--- config.mk ---
export PLATFORM = sky130hd
export DESIGN_NAME = positional_list_store
export DESIGN_NICKNAME = d
export VERILOG_FILES = /design/src/pls_pkg.sv /design/src/pls_ram.sv /design/src/positional_list_store.sv
export SDC_FILE = /design/constraint.sdc
export NUM_CORES = 1
export LEC_CHECK = 0
export BUFFER_PORTS_ARGS = -buffer_cell sky130_fd_sc_hd__buf_2
export CAP_MARGIN = 20
export CORE_MARGIN = 3
export CORE_UTILIZATION = 35
export CTS_BUF_LIST = sky130_fd_sc_hd__clkbuf_8
export CTS_CLUSTER_DIAMETER = 50
export DETAILED_ROUTE_END_ITERATION = 6
export SYNTH_ARGS = -nofsm -noshare
export SYNTH_HDL_FRONTEND = slang
export SYNTH_SLANG_ARGS = --single-unit
--- constraint.sdc ---
create_clock -name clk -period 8.55 [get_ports clk]
set_input_delay 1.2825 -clock clk [delete_from_list [all_inputs] [get_ports clk]]
set_output_delay 1.2825 -clock clk [all_outputs]
set_load 0.05 [all_outputs]
--- src/pls_pkg.sv ---
// ----------------------------------------------------------------------------
// pls_pkg - shared definitions for the positional list store
// Capacity, widths and request/status codes.
// ----------------------------------------------------------------------------
package pls_pkg;

    localparam int CAPACITY = 32;
    localparam int DATA_W   = 32;
    localparam int POS_W    = 6;
    localparam int IDX_W    = $clog2(CAPACITY);
    localparam int LEN_W    = $clog2(CAPACITY + 1);
    localparam int CMP_W    = (LEN_W > POS_W) ? LEN_W : POS_W;

    typedef enum logic [1:0] {
        REQ_INSERT = 2'd0,
        REQ_REMOVE = 2'd1,
        REQ_DUMP   = 2'd2
    } req_t;

    typedef enum logic [1:0] {
        ST_OK    = 2'd0,
        ST_OOB   = 2'd1,
        ST_FULL  = 2'd2,
        ST_EMPTY = 2'd3
    } status_t;

endpackage

--- src/pls_ram.sv ---
// ----------------------------------------------------------------------------
// pls_ram - generic single-write, single-read RAM
// One write port, one read port, registered read data.
// ----------------------------------------------------------------------------
module pls_ram #(
    parameter int WIDTH = 32,
    parameter int DEPTH = 32
) (
    input  logic                     clk,
    input  logic                     we,
    input  logic [$clog2(DEPTH)-1:0] waddr,
    input  logic [WIDTH-1:0]         wdata,
    input  logic [$clog2(DEPTH)-1:0] raddr,
    output logic [WIDTH-1:0]         rdata
);

    logic [WIDTH-1:0] mem [DEPTH];

    always_ff @(posedge clk)
    begin
        if (we)
        begin
            mem[waddr] <= wdata;
        end
        rdata <= mem[raddr];
    end

endmodule

--- src/positional_list_store.sv ---
// ----------------------------------------------------------------------------
// positional_list_store - bounded ordered list with positional insert/remove
// Elements live in a RAM; a small sequencer shifts them one per cycle.
// ----------------------------------------------------------------------------
// Usage:
//   Input channel (in_valid/in_ready) takes one request word: req_type,
//   position, value. Output channel (out_valid/out_ready) returns result
//   words: status, element, last.
//   in_ready is high only while the sequencer is idle; one request is worked
//   on at a time.
//   Insert at p: (length - p) element moves, one per cycle through the RAM
//   read/write port pair, then the value write, then the result word.
//   Remove at p: (length - p - 1) element moves, then the result word.
//   Dump: per element a RAM read, then a load into the output register
//   (the read waits while that register is full), the last word flagged with last.
//   Errors (full, out of bounds, empty dump) go straight to the result word.
//   A request code of 3 is dropped with no result.
//   Reset clears the length and the control state; RAM contents are
//   undefined but only entries below the length are ever read.
//   A stalled receiver holds the output register; the sequencer waits
//   before loading the next word, so nothing is lost.
// ----------------------------------------------------------------------------
module positional_list_store (
    input  logic                             clk,
    input  logic                             rst_n,
    input  logic                             in_valid,
    output logic                             in_ready,
    input  logic [1:0]                       req_type,
    input  logic [pls_pkg::POS_W-1:0]        position,
    input  logic signed [pls_pkg::DATA_W-1:0] value,
    output logic                             out_valid,
    input  logic                             out_ready,
    output logic [1:0]                       status,
    output logic signed [pls_pkg::DATA_W-1:0] element,
    output logic                             last
);

    import pls_pkg::*;

    // One-hot sequencer states
    typedef enum logic [5:0] {
        S_IDLE = 6'b000001,
        S_MOVE = 6'b000010,   // shift elements, one per cycle
        S_FIN  = 6'b000100,   // store inserted value on insert, update length
        S_RESP = 6'b001000,   // single result word
        S_DRD  = 6'b010000,   // dump: read element
        S_DWR  = 6'b100000    // dump: load element into output register
    } state_t;

    state_t              state_reg, state_next;
    logic [LEN_W-1:0]    len_reg, len_next;
    logic [IDX_W-1:0]    src_reg, src_next;      // read cursor
    logic [IDX_W-1:0]    wa_reg, wa_next;        // pending write address
    logic                pend_reg, pend_next;    // write pending from last read
    logic [LEN_W-1:0]    cnt_reg, cnt_next;      // moves still to read
    logic                ins_reg, ins_next;      // insert (1) or remove (0)
    logic [IDX_W-1:0]    pos_reg, pos_next;
    logic [DATA_W-1:0]   val_reg, val_next;
    status_t             stat_reg, stat_next;

    logic                ovalid_reg, ovalid_next;
    logic [1:0]          ostat_reg, ostat_next;
    logic [DATA_W-1:0]   oelem_reg, oelem_next;
    logic                olast_reg, olast_next;

    logic                ram_we;
    logic [IDX_W-1:0]    ram_waddr;
    logic [DATA_W-1:0]   ram_wdata;
    logic [IDX_W-1:0]    ram_raddr;
    logic [DATA_W-1:0]   ram_rdata;

    logic                accept;
    logic                out_free;
    logic                load;
    logic [CMP_W-1:0]    ext_len;
    logic [CMP_W-1:0]    ext_pos;
    logic                dump_last;

    pls_ram #(
        .WIDTH (DATA_W),
        .DEPTH (CAPACITY)
    ) u_ram (
        .clk   (clk),
        .we    (ram_we),
        .waddr (ram_waddr),
        .wdata (ram_wdata),
        .raddr (ram_raddr),
        .rdata (ram_rdata)
    );

    assign in_ready  = (state_reg == S_IDLE);
    assign accept    = in_valid && in_ready;
    assign out_free  = !ovalid_reg || out_ready;
    assign ext_len   = CMP_W'(len_reg);
    assign ext_pos   = CMP_W'(position);
    assign dump_last = (LEN_W'(src_reg) == (len_reg - LEN_W'(1)));

    assign out_valid = ovalid_reg;
    assign status    = ostat_reg;
    assign element   = oelem_reg;
    assign last      = olast_reg;

    always_comb
    begin
        state_next = state_reg;
        len_next   = len_reg;
        src_next   = src_reg;
        wa_next    = wa_reg;
        pend_next  = pend_reg;
        cnt_next   = cnt_reg;
        ins_next   = ins_reg;
        pos_next   = pos_reg;
        val_next   = val_reg;
        stat_next  = stat_reg;
        ram_we     = 1'b0;
        ram_waddr  = wa_reg;
        ram_wdata  = ram_rdata;
        ram_raddr  = src_reg;
        load       = 1'b0;
        ostat_next = ostat_reg;
        oelem_next = oelem_reg;
        olast_next = olast_reg;

        unique case (state_reg)
            S_IDLE:
            begin
                if (accept)
                begin
                    pos_next  = IDX_W'(position);
                    val_next  = value;
                    pend_next = 1'b0;
                    case (req_type)
                        REQ_INSERT:
                        begin
                            ins_next = 1'b1;
                            if (len_reg == LEN_W'(CAPACITY))
                            begin
                                stat_next  = ST_FULL;
                                state_next = S_RESP;
                            end
                            else if (ext_pos > ext_len)
                            begin
                                stat_next  = ST_OOB;
                                state_next = S_RESP;
                            end
                            else
                            begin
                                cnt_next   = len_reg - LEN_W'(position);
                                src_next   = IDX_W'(len_reg - LEN_W'(1));
                                state_next = S_MOVE;
                            end
                        end
                        REQ_REMOVE:
                        begin
                            ins_next = 1'b0;
                            if (len_reg == '0 || ext_pos >= ext_len)
                            begin
                                stat_next  = ST_OOB;
                                state_next = S_RESP;
                            end
                            else
                            begin
                                cnt_next   = len_reg - LEN_W'(1) - LEN_W'(position);
                                src_next   = IDX_W'(position) + IDX_W'(1);
                                state_next = S_MOVE;
                            end
                        end
                        REQ_DUMP:
                        begin
                            if (len_reg == '0)
                            begin
                                stat_next  = ST_EMPTY;
                                state_next = S_RESP;
                            end
                            else
                            begin
                                src_next   = '0;
                                state_next = S_DRD;
                            end
                        end
                        default:
                        begin
                            state_next = S_IDLE;
                        end
                    endcase
                end
            end

            S_MOVE:
            begin
                // write back the word read last cycle
                ram_we    = pend_reg;
                ram_waddr = wa_reg;
                ram_wdata = ram_rdata;
                if (cnt_reg != '0)
                begin
                    ram_raddr = src_reg;
                    pend_next = 1'b1;
                    cnt_next  = cnt_reg - LEN_W'(1);
                    if (ins_reg)
                    begin
                        wa_next  = src_reg + IDX_W'(1);
                        src_next = src_reg - IDX_W'(1);
                    end
                    else
                    begin
                        wa_next  = src_reg - IDX_W'(1);
                        src_next = src_reg + IDX_W'(1);
                    end
                end
                else
                begin
                    pend_next  = 1'b0;
                    state_next = S_FIN;
                end
            end

            S_FIN:
            begin
                stat_next = ST_OK;
                if (ins_reg)
                begin
                    ram_we    = 1'b1;
                    ram_waddr = pos_reg;
                    ram_wdata = val_reg;
                    len_next  = len_reg + LEN_W'(1);
                end
                else
                begin
                    len_next = len_reg - LEN_W'(1);
                end
                state_next = S_RESP;
            end

            S_RESP:
            begin
                if (out_free)
                begin
                    load       = 1'b1;
                    ostat_next = stat_reg;
                    oelem_next = '0;
                    olast_next = 1'b1;
                    state_next = S_IDLE;
                end
            end

            S_DRD:
            begin
                ram_raddr = src_reg;
                if (out_free)
                begin
                    state_next = S_DWR;
                end
            end

            S_DWR:
            begin
                load       = 1'b1;
                ostat_next = ST_OK;
                oelem_next = ram_rdata;
                olast_next = dump_last;
                src_next   = src_reg + IDX_W'(1);
                state_next = dump_last ? S_IDLE : S_DRD;
            end

            default:
            begin
                state_next = S_IDLE;
            end
        endcase

        ovalid_next = load || (ovalid_reg && !out_ready);
    end

    always_ff @(posedge clk or negedge rst_n)
    begin
        if (!rst_n)
        begin
            state_reg  <= S_IDLE;
            len_reg    <= '0;
            pend_reg   <= 1'b0;
            ovalid_reg <= 1'b0;
        end
        else
        begin
            state_reg  <= state_next;
            len_reg    <= len_next;
            pend_reg   <= pend_next;
            ovalid_reg <= ovalid_next;
        end
    end

    always_ff @(posedge clk)
    begin
        src_reg   <= src_next;
        wa_reg    <= wa_next;
        cnt_reg   <= cnt_next;
        ins_reg   <= ins_next;
        pos_reg   <= pos_next;
        val_reg   <= val_next;
        stat_reg  <= stat_next;
        ostat_reg <= ostat_next;
        oelem_reg <= oelem_next;
        olast_reg <= olast_next;
    end

    // ------------------------------------------------------------------
    // Assertions
    // ------------------------------------------------------------------
    a_len_bound: assert property (@(posedge clk) disable iff (!rst_n)
        len_reg <= LEN_W'(CAPACITY))
        else $error("length exceeds capacity");

    a_len_step: assert property (@(posedge clk) disable iff (!rst_n)
        !$stable(len_reg) |-> (len_reg == $past(len_reg) + LEN_W'(1) ||
                                len_reg == $past(len_reg) - LEN_W'(1)))
        else $error("length changed by more than one");

    a_dwr_free: assert property (@(posedge clk) disable iff (!rst_n)
        state_reg == S_DWR |-> !ovalid_reg)
        else $error("dump load with output register occupied");

    a_load_free: assert property (@(posedge clk) disable iff (!rst_n)
        load |-> out_free)
        else $error("output word overwritten");

endmodule
Word-level counts from Yosys, hierarchy flattened:

Memory sizes are Yosys's and may differ from the RTL's. A register that Yosys moved wholly into a read port is not among the register bits.
Cells that the tools add are included.

* register bits after elaboration: 105
* latch bits: 0
* memory bits (writable): 1024
* ROM bits: 0
* memories: 1

Memories
* u_ram.mem: depth 32, width 32, rd ports 1, clocked after Yosys merged registers in 1, wr ports 1, line pls_ram.sv:17 `logic [WIDTH-1:0] mem [DEPTH];`

* add/subtract/negate cells: 8
* $mul: 0
* divide/modulo/power cells: 0
* order comparisons: 2
* equality and inequality tests: 24
* shifts and indexed selects: 0
* muxes and demuxes: 56
* bitwise operators: 0
* reduce and logical (&&, ||, !) cells: 24

Operator list (count)
* $mux 32: 3
* $pmux 32 s2: 1
* $mux 5: 12
* $mux 6: 10
* $pmux 6 s6: 1
* $pmux 5 s3: 2
* $pmux 6 s2: 2
* $ne 3x3->1 const B: 6
* $pmux 6 s3: 1
* $eq 6x6->1 const B: 2
* $mux 2: 6
* $mux 4: 3
* $sub 6x1->6 const B: 2
* $sub 6x6->6: 2
* $add 5x1->5 const B: 2
* $pmux 1 s2: 5
* $ne 2x2->1 const B: 4
* $pmux 2 s2: 2
* $reduce_and 2->1: 4
* $reduce_and 8->1: 1
* $reduce_bool 2->1: 4
* $mux 1: 7
* $reduce_and 7->1: 1
* $add 6x1->6 const B: 1
* 26 further kinds: 30

Depth between registers and ports, before layout:

Gate-level depths: netlist (run 1).

* depth in word-level cells: 6
* gate-level depth with buffers: 11
* gate-level depth less buffers: 10

Hierarchy:

Synthesis (run 1) repeated with hierarchy kept, for this count alone.

* cell total of the unflattened synthesis: 2739
* area, all modules: 46334.4 um^2

By module, submodules not included
* pls_ram: instances 1, cells an instance 2260, area each 40492.6 um^2, sequential area each 31390.1 um^2
* positional_list_store: instances 1, cells an instance 479, area each 5841.9 um^2, sequential area each 3084.2 um^2

Worst setup path after synthesis (run 1):

Ideal clock, no wire load.

* path type: register -> register
* start: reg state_reg[4]
* end: mem u_ram.mem[0][0], enable pin
* setup time: 0.461 ns
* arrival time: 3.836 ns
* required time: 8.089 ns
* path slack: 4.253 ns
* cell stages (with the launch flop): 8
* buffers on the path: 2
* path through: dfrtp_1 > buf_2 > nor4_4 > nand3_4 > buf_4 > o32ai_4 > nand2_1 > nor3_1

* word-level cells in the longest chain between the ends: 4
* elaborated cells on any way between the ends: 6

Ends and longest elaborated chain
* from (decl): line positional_list_store.sv:50 `state_t state_reg, state_next;`
* from (signal assigned): line positional_list_store.sv:286 `state_reg <= state_next;`
* $eq 6x3->1 / $eq 6x2->1 (equally long branches): line positional_list_store.sv:124 `unique case (state_reg)`
* $pmux 1 s2: line positional_list_store.sv:124
* $mux 1: line pls_ram.sv:21 `if (we)`
* $mux 1 (not written as such): line pls_ram.sv:23 `mem[waddr] <= wdata;`
* to (decl): line pls_ram.sv:17

Parallel ways exist; a longest one is shown, timed or not.

Worst setup path in the final report (run 1):

* start: reg state_reg[4]
* end: mem u_ram.mem[4][28], enable pin

The elaborated chain is that of the path after synthesis.

==> results of run 1 <==
## worst max-delay path, cell delays in order, from the launching register on
cell     delay, ps
dfrtp_1        560
nor4_4         430
nand3_4        750
mux2i_1        470
nand2_1        320
nor3_2         690
buf_4          570
## cell usage after synthesis (4+ instances only)
master	instances	share of area
a21o_1	5	0.00082
a21oi_1	15	0.0016
a221oi_1	34	0.0065
a22o_1	32	0.0062
a31oi_1	4	0.00055
and2_1	5	0.00069
and3_1	34	0.0047
buf_1	14	0.0012
buf_2	42	0.0046
buf_4	18	0.0030
clkbuf_1	38	0.0031
dfrtp_1	13	0.0071
dfxtp_1	32	0.014
edfxtp_1	1115	0.73
ha_1	23	0.0063
inv_1	30	0.0025
mux2_2	38	0.0094
mux2i_1	133	0.029
mux4_2	256	0.13
nand2_1	35	0.0029
nand3_1	6	0.00066
nand4_1	4	0.00055
nor2_1	29	0.0024
nor2b_1	10	0.0014
nor3_1	44	0.0048
nor4_1	4	0.00055
o211ai_1	6	0.00099
o21a_1	5	0.00082
o21ai_0	13	0.0014
xnor2_1	25	0.0048
xor2_1	10	0.0019
## power breakdown
part           internal (uW)  switching, uW
Sequential              6460           77.8
Combinational            267            596
Clock                   2280           2150
## worst min-delay path by stage
stage / from / to / slack [ps] / depth (start not counted)
after floorplan: stat_reg[0] / status[0] / 500 / 1
after global placement: stat_reg[0] / status[0] / 530 / 1
after detailed placement: stat_reg[0] / status[0] / 520 / 1
after CTS: rst_n / state_reg[1] / 270 / 1
after global routing: rst_n / state_reg[1] / 300 / 1
final: rst_n / state_reg[1] / 350 / 1
## layer usage
layer,track usage,up-vias,share of wire
li1,-,9358,-
met1,0.214,11600,0.43
met2,0.254,778,0.49
met3,0.0307,158,0.060
met4,0.0517,0,0.026
met5,0,-,0
## layout make-up
| cell class | instances | share of cell area |
|---|---|---|
| antenna | 2 | 0.0000966 |
| clock buffer | 195 | 0.0518 |
| clock inverter | 141 | 0.0157 |
| inverter | 31 | 0.00225 |
| multi-input combinational | 823 | 0.205 |
| sequential | 1161 | 0.665 |
| tap | 1729 | 0.0418 |
| timing repair buffer | 141 | 0.0181 |
## cell families after synthesis
family                     Yosys count
DFF                               1161
muxes                              429
and+or+nand+nor                    190
buffers and inverters              146
AOI/OAI and AO/OA                  143
xor gates and xnor gates            36
adders and majority gates           25
## metrics by stage
| stage | util | instances | hold slack [ps] | setup WS [ps] |
|---|---|---|---|---|
| after floorplan | - | 2130 | 497 | 4250 |
| after global placement | 0.376 | 3883 | 529 | 4450 |
| after detailed placement | 0.376 | 3883 | 516 | 4360 |
| after CTS | 0.403 | 4219 | 268 | 4310 |
| after global routing | 0.404 | 4222 | 305 | 4060 |
| final | 0.404 | 4223 | 347 | 4290 |
==> results.json, run 1 <==
{
  "grt_pass1_wl_mm": 157,
  "critPathLaunch": "state_reg[4]",
  "synth_nets": 2199,
  "total_power_uw": 11800,
  "yosysUniqueCellTypes": 71,
  "wl_mm": 106,
  "largest_reg_flops": 1024,
  "place_area_um2": 48300,
  "drv_cap": 0,
  "synth-compound-area-share": 0.0253,
  "worstSkewPairLatency_ps": 850,
  "layout-drive-gt1-share": 0.289,
  "area_growth_pct": 13.7,
  "num_rows": 131,
  "drtIter0Drc": 2024,
  "worstSetupEndpointType": "flop",
  "die_w_um": 367,
  "layout_commonest_cell": "edfxtp_1",
  "synth-simple-area-share": 0.0228,
  "clk_pin_slew_ps": 70,
  "setup_tns_ps": 0,
  "crit_end": "u_ram.mem[4][28]",
  "peakVddDrop_mv": 0.125,
  "cts_max_level": 4,
  "largest-register": "u_ram.mem",
  "gp_congestion": 0.849,
  "drv_slew": 0,
  "crit_type": "flop to flop",
  "synth_ff_type": "edfxtp_1",
  "cts_tree": "done",
  "r2r-start": "state_reg[4]",
  "core-area_um2": 128000,
  "synth_edf_count": 1115,
  "cts_hold_buf": 0,
  "grt_use_total": 0.157,
  "ys_ff_latch": 1161,
  "cp_data_required_time_ps": 9020,
  "seq_area_frac_synth": 0.757,
  "synth_top_family_by_area": "multiplexers",
  "reg2regPathDepth": 6,
  "synth_xor_area_frac": 0.00722,
  "arrival_ps": 4720,
  "dieArea_um2": 135000,
  "critPathMaxFanout": 46,
  "rsz0062_at_grt": "no",
  "viasPerCell": 5.19,
  "numCtsBuffers": 182,
  "finClkSkew_ps": 44.7,
  "synth_mux_area_frac": 0.166,
  "drtAntennaViolNets": 0,
  "die_y_um": 367,
  "wl_per_cell_um": 25.1,
  "r2r-end": "u_ram.mem[4][28]",
  "tightest_slew_ps": 1210,
  "synth_fa_ha_area_frac": 0.00719,
  "timing.final.crit_period_ps": 4260,
  "drc": 0,
  "relSlewSlack": 0.196,
  "synth-async-reset-ratio": 0.0121,
  "io-pin-count": 81,
  "critPathLaunchType": "flop",
  "globalRouteOverflowTotal": 0,
  "cts.sinks": 1161,
  "cts_setup_buffers": 0,
  "p_leak_uw": 0.0170,
  "hold_viol": 0,
  "syn_avg_cell_area_um2": 21.4,
  "regToRegSetupSlack_ps": 4290,
  "cts_resized": 0,
  "initial_utilization": 0.355,
  "fmax_mhz": 235,
  "setup_viol": 0,
  "dpl.hpwl_mm": 59.1,
  "dr.pass1.iters": 7,
  "synth_cells": 2130,
  "synth_area_um2": 45600,
  "final_cell_mix": "1,115 x edfxtp_1, 256 x mux4_2, 195 x clkbuf_8, 133 x mux2i_1, 105 x inv_1",
  "status": "finished clean",
  "power.density_nw_per_um2": 228,
  "hp-class": "input pin to asynchronous set/reset pin",
  "nets": 2409,
  "multi_input_area_um2": 10600,
  "final-seq-area_um2": 34500,
  "antenna_found_initial": 3,
  "root_buffer": "clkbuf_8",
  "fillers": 11200,
  "stdcell_area_um2": 51800,
  "vias": 21900,
  "finalCritPeriodShare": 0.498,
  "grt_pass1_vias": 23100,
  "clockBufferDepth": 3,
  "port_buffers": 80,
  "grt_max_degree": 147,
  "synth_warnings": 0
}
(Power assumes the default switching activity.)
==> inputs of run 2 (changes only) <==
clock period = 3.4 ns   (was 8.55 ns; I/O delays follow)
==> run 2 against run 1 <==
Routed wire length up 0.86%. Clock power rose by 140%. Cell area grew 1.8%. Sequential power grew to 2.5 times the previous value. Clock skew is 2.0 ps lower. Non-clock buffer count grew 86. Critical endpoint is now u_ram.mem[1][16].
==> results.json, run 2 (synthesis gave the netlist of run 1 again) <==
{
  "peakVddDrop_mv": 0.249,
  "largest-register": "u_ram.mem",
  "cts_tree": "done",
  "clk_pin_slew_ps": 60,
  "place_area_um2": 49000,
  "timing.hold.ws_ps": 123,
  "vias": 22200,
  "p_leak_uw": 0.0174,
  "cp_slowest_cell": "dfrtp_1",
  "wl_per_cell_um": 24.9,
  "power.density_nw_per_um2": 559,
  "multi_input_area_um2": 10700,
  "finClkSkew_ps": 42.7,
  "dieArea_um2": 135000,
  "worstSetupEndpointType": "flop",
  "crit_buf_inv": 1,
  "port_buffers": 80,
  "fmax_mhz": 315,
  "p_sw_uw": 7120,
  "clockBufferDepth": 3,
  "path_cells": "nor4_4, nand3_4, o21ai_1, nand2_1, nor3_2, buf_4",
  "combinationalPowerShare": 0.079,
  "hold_viol": 0,
  "die_w_um": 367,
  "area_growth_pct": 15.7,
  "drtIter0Drc": 1994,
  "nets": 2490,
  "io-pin-count": 81,
  "drv_cap": 0,
  "largest_reg_flops": 1024,
  "numCtsBuffers": 177,
  "timing.final.crit_period_ps": 3180,
  "seqPwrFrac": 0.556,
  "cts.sinks": 1161,
  "drv_slew": 0,
  "grt_use_total": 0.159,
  "num_rows": 131,
  "core-area_um2": 128000,
  "fillers": 11100,
  "layout-drive-gt1-share": 0.298,
  "crit_type": "flop to flop",
  "setup_tns_ps": 0,
  "grt_pass1_wl_mm": 158,
  "globalRouteOverflowTotal": 0,
  "tightest_slew_ps": 902,
  "final-seq-area_um2": 34500,
  "rsz0062_at_grt": "no",
  "dr.pass1.iters": 5,
  "clock_power_share": 0.364,
  "gp_congestion": 0.835,
  "relSlewSlack": 0.397,
  "initial_utilization": 0.355,
  "stdcell_area_um2": 52700,
  "status": "finished clean",
  "root_buffer": "clkbuf_8",
  "whs_path_depth": 3,
  "final_cell_mix": "1,115 x edfxtp_1, 256 x mux4_2, 185 x clkbuf_8, 133 x mux2i_1, 86 x inv_1",
  "reg2regPathDepth": 6,
  "p_int_uw": 22400,
  "crit_cells": 6,
  "grt_max_degree": 57,
  "cts_max_level": 4,
  "setup_viol": 0,
  "hp-class": "input pin to flop",
  "critPathLaunchType": "flop",
  "wl_mm": 107,
  "cpPeakStageDelay_ps": 480,
  "antenna_found_initial": 2,
  "cp_data_required_time_ps": 3890,
  "grt_pass1_vias": 23700,
  "dpl.hpwl_mm": 64.4,
  "die_y_um": 367,
  "critPathMaxFanout": 19,
  "critical-path-top-delay-family": "simple AND/OR/NAND/NOR gates",
  "drc": 0,
  "finalCritPeriodShare": 0.935,
  "final_util": 0.411,
  "swShare": 0.241,
  "viasPerCell": 5.17,
  "drtAntennaViolNets": 0,
  "layout_commonest_cell": "edfxtp_1",
  "worstSkewPairLatency_ps": 860,
  "arrival_ps": 3660
}
-- run 2: changes by cell type in the layout (fill, tap and decap cells not counted), sizes merged, moves of 3 or more --
cell,before,now
clkinv,47,69
clkinvlp,4,7
inv,116,94
buf,141,188
dlygate4sd3,0,39
clkbuf,195,185
-- run 2: per-stage QoR --
step           total power [uW]  worst slack, ps  cells
2_1_floorplan             18100             -897   2130
3_3_place_gp              19000              348   3931
3_5_place_dp              19000              291   3931
4_1_cts                   29800              244   4298
5_1_grt                   30700             52.7   4300
6_report                  29500              222   4300
-- run 2: worst register-to-register path: stages, from the launching register on --
cell	delay (ps)
dfrtp_1	480
nor4_4	420
nand3_4	300
o21ai_1	420
nand2_1	400
nor3_2	350
buf_4	400
-- run 2: area by class of cell --
cell class | instances | share of cell area
Clock buffer | 185 | 0.0483
Multi-Input combinational cell | 823 | 0.202
Timing Repair Buffer | 227 | 0.0380
Clock inverter | 143 | 0.0141
Sequential cell | 1161 | 0.654
Antenna cell | 1 | 0.0000475
Tap cell | 1729 | 0.0410
Inverter | 31 | 0.00221
-- run 2: worst paths after layout --
path                                    endpoint    startpoint  slack [ps]
worst max-delay path            u_ram.mem[1][16]  state_reg[1]         220
worst min-delay path                state_reg[5]      in_valid         120
worst max register to register  u_ram.mem[1][16]  state_reg[1]         220
worst min register to register         status[1]   stat_reg[1]         520
max in group asynchronous             ext_len[1]         rst_n        2940
min in group asynchronous             ext_len[4]         rst_n         130
-- run 2: repair_timing --
action,4_1_cts,5_1_grt
endpoints found under the hold margin,52,0
gates resized for setup,0,0
setup buffers,0,0
hold buffers,39,0
-- run 2: power groups by stage --
stage	Clock (uW)	Combinational, uW	Sequential, uW
finish	10700	2340	16400
global route	11700	2510	16400
CTS	11100	2370	16400
detailed placement	0	2330	16700
global placement	0	2280	16700
floorplan	0	1290	16800
-- run 2: metal layers --
| layer | share of wire | vias to the layer above | GRT usage |
|---|---|---|---|
| li1 | - | 9534 | - |
| met1 | 0.42 | 11800 | 0.211 |
| met2 | 0.49 | 774 | 0.262 |
| met3 | 0.060 | 152 | 0.0341 |
| met4 | 0.025 | 2 | 0.0481 |
| met5 | 0.00012 | - | 0 |
==> inputs of run 3 (changes only) <==
CELL_PAD_IN_SITES_DETAIL_PLACEMENT = 1   (was unset)
CELL_PAD_IN_SITES_GLOBAL_PLACEMENT = 1   (was unset)
PLACE_DENSITY_LB_ADDON = 0.1   (was unset)
==> run 3 against run 2 <==
Core utilization rose by 0.60 points. Routed wire length grew 17%. Sequential share of layout area decreased by 0.94 points.
==> results.json, run 3 (synthesis gave the netlist of run 1 again) <==
{
  "status": "finished clean",
  "grt_pass1_wl_mm": 180,
  "io-pin-count": 81,
  "setup_viol": 0,
  "area_growth_pct": 17.4,
  "power.density_nw_per_um2": 575,
  "cts_setup_buffers": 0,
  "drtAntennaViolNets": 0,
  "crit_type": "flop to flop",
  "nets": 2537,
  "critPathLaunch": "state_reg[1]",
  "viasPerCell": 5.18,
  "final_cell_mix": "1,115 x edfxtp_1, 256 x mux4_2, 211 x clkbuf_8, 133 x mux2i_1, 114 x inv_1",
  "arrival_ps": 3740,
  "drv_cap": 0,
  "drc": 0,
  "critPathMaxFanout": 15,
  "die_w_um": 367,
  "largest_reg_flops": 1024,
  "layout_commonest_cell": "edfxtp_1",
  "numCtsBuffers": 204,
  "root_buffer": "clkbuf_8",
  "total_power_uw": 30800,
  "drv_slew": 0,
  "die_y_um": 367,
  "cp_data_required_time_ps": 3910,
  "finClkSkew_ps": 52.9,
  "hp-class": "input pin to flop",
  "worstSkewPairLatency_ps": 890,
  "r2r-start": "state_reg[1]",
  "wl_mm": 125,
  "globalRouteOverflowTotal": 0,
  "grt_pass1_vias": 24600,
  "initial_utilization": 0.355,
  "cts_max_level": 4,
  "cts.sinks": 1161,
  "setup_tns_ps": 0,
  "core-area_um2": 128000,
  "layout-drive-gt1-share": 0.305,
  "timing.final.ws_setup_ps": 169,
  "rsz0062_at_grt": "no",
  "finalCritPeriodShare": 0.950,
  "drtIter0Drc": 1611,
  "timing.final.crit_period_ps": 3230,
  "grt_max_degree": 58,
  "gp_congestion": 0.778,
  "num_rows": 131,
  "dpl.hpwl_mm": 75.0,
  "port_buffers": 80,
  "wl_per_cell_um": 28.7,
  "holdCritStartpoint": "req_type[1]",
  "worstSetupEndpointType": "flop",
  "clockBufferDepth": 3,
  "critPathLaunchType": "flop",
  "relSlewSlack": 0.413,
  "antenna_found_initial": 2,
  "pre_cts_ws_ps": 143,
  "grt_use_total": 0.186,
  "dr.pass1.iters": 4,
  "p_leak_uw": 0.0179,
  "largest-register": "u_ram.mem",
  "final_util": 0.417,
  "dieArea_um2": 135000,
  "vias": 22600,
  "peakVddDrop_mv": 0.378,
  "tightest_slew_ps": 878,
  "clk_pin_slew_ps": 60,
  "fmax_mhz": 309,
  "timing.hold.ws_ps": 246,
  "hold_viol": 0,
  "cts_tree": "done"
}
[run 3: cell types whose count changed in the layout (fill, tap and decap cells not counted), sizes merged]
cell / change
dlygate4sd3: +3
bufinv: +2
clkinvlp: -2
inv: +27
clkbuf: +26
buf: +17
diode: +1
clkinv: -17
[run 3: worst max-delay path, stage by stage (launching register included)]
cell and delay [ps]:
dfrtp_1 480, nor4_4 470, nand3_4 250, o21ai_1 440, nand2_1 190, buf_4 220
nor3_2 370, buf_4 400
[run 3: per-stage QoR]
stage	instance area, um2	std cells
3_3_place_gp	49300	3948
6_report	53500	4357
4_1_cts	53500	4354
2_1_floorplan	45600	2130
3_5_place_dp	49300	3948
5_1_grt	53500	4356
[run 3: layout make-up]
type / count / area, um2
Fill cell: 12100 / 74900
Sequential cell: 1161 / 34500
Multi-Input combinational cell: 823 / 10700
Clock buffer: 211 / 2900
Timing Repair Buffer: 247 / 2310
Tap cell: 1729 / 2160
Clock inverter: 153 / 835
Inverter: 31 / 116
Antenna cell: 2 / 5.00
[run 3: timing repair]
| action | in CTS | in global routing |
|---|---|---|
| resized for setup | 0 | 2 |
| endpoints found under the hold margin | 55 | 0 |
| endpoints found under the setup margin | 0 | 32 |
| hold buffers | 42 | 0 |
[run 3: power breakdown]
part / internal, uW / leakage (uW) / switching, uW / total [uW]
Sequential: 16200 / 0.0105 / 170 / 16400
Clock: 6190 / 0.00221 / 5700 / 11900
Combinational: 779 / 0.00520 / 1680 / 2460
[run 3: path summary, 6_finish.rpt]
| check | to | slack, ps | cells past startpoint |
|---|---|---|---|
| worst max register to register | u_ram.mem[23][8] | 170 | 7 |
| worst min-delay path | state_reg[4] | 250 | 5 |
| worst min register to register | element[19] | 540 | 1 |
| max in group asynchronous | state_reg[5] | 1600 | 4 |
| min in group asynchronous | ext_len[0] | 610 | 3 |
| worst max-delay path | u_ram.mem[23][8] | 170 | 7 |
[run 3: routing by layer]
metal / track usage / vias to the layer above / wire (um)
met5: 0 / - / 0
met4: 0.0541 / 0 / 2720
met3: 0.0385 / 180 / 5610
met2: 0.297 / 532 / 59200
met1: 0.260 / 12200 / 57300
li1: - / 9634 / -
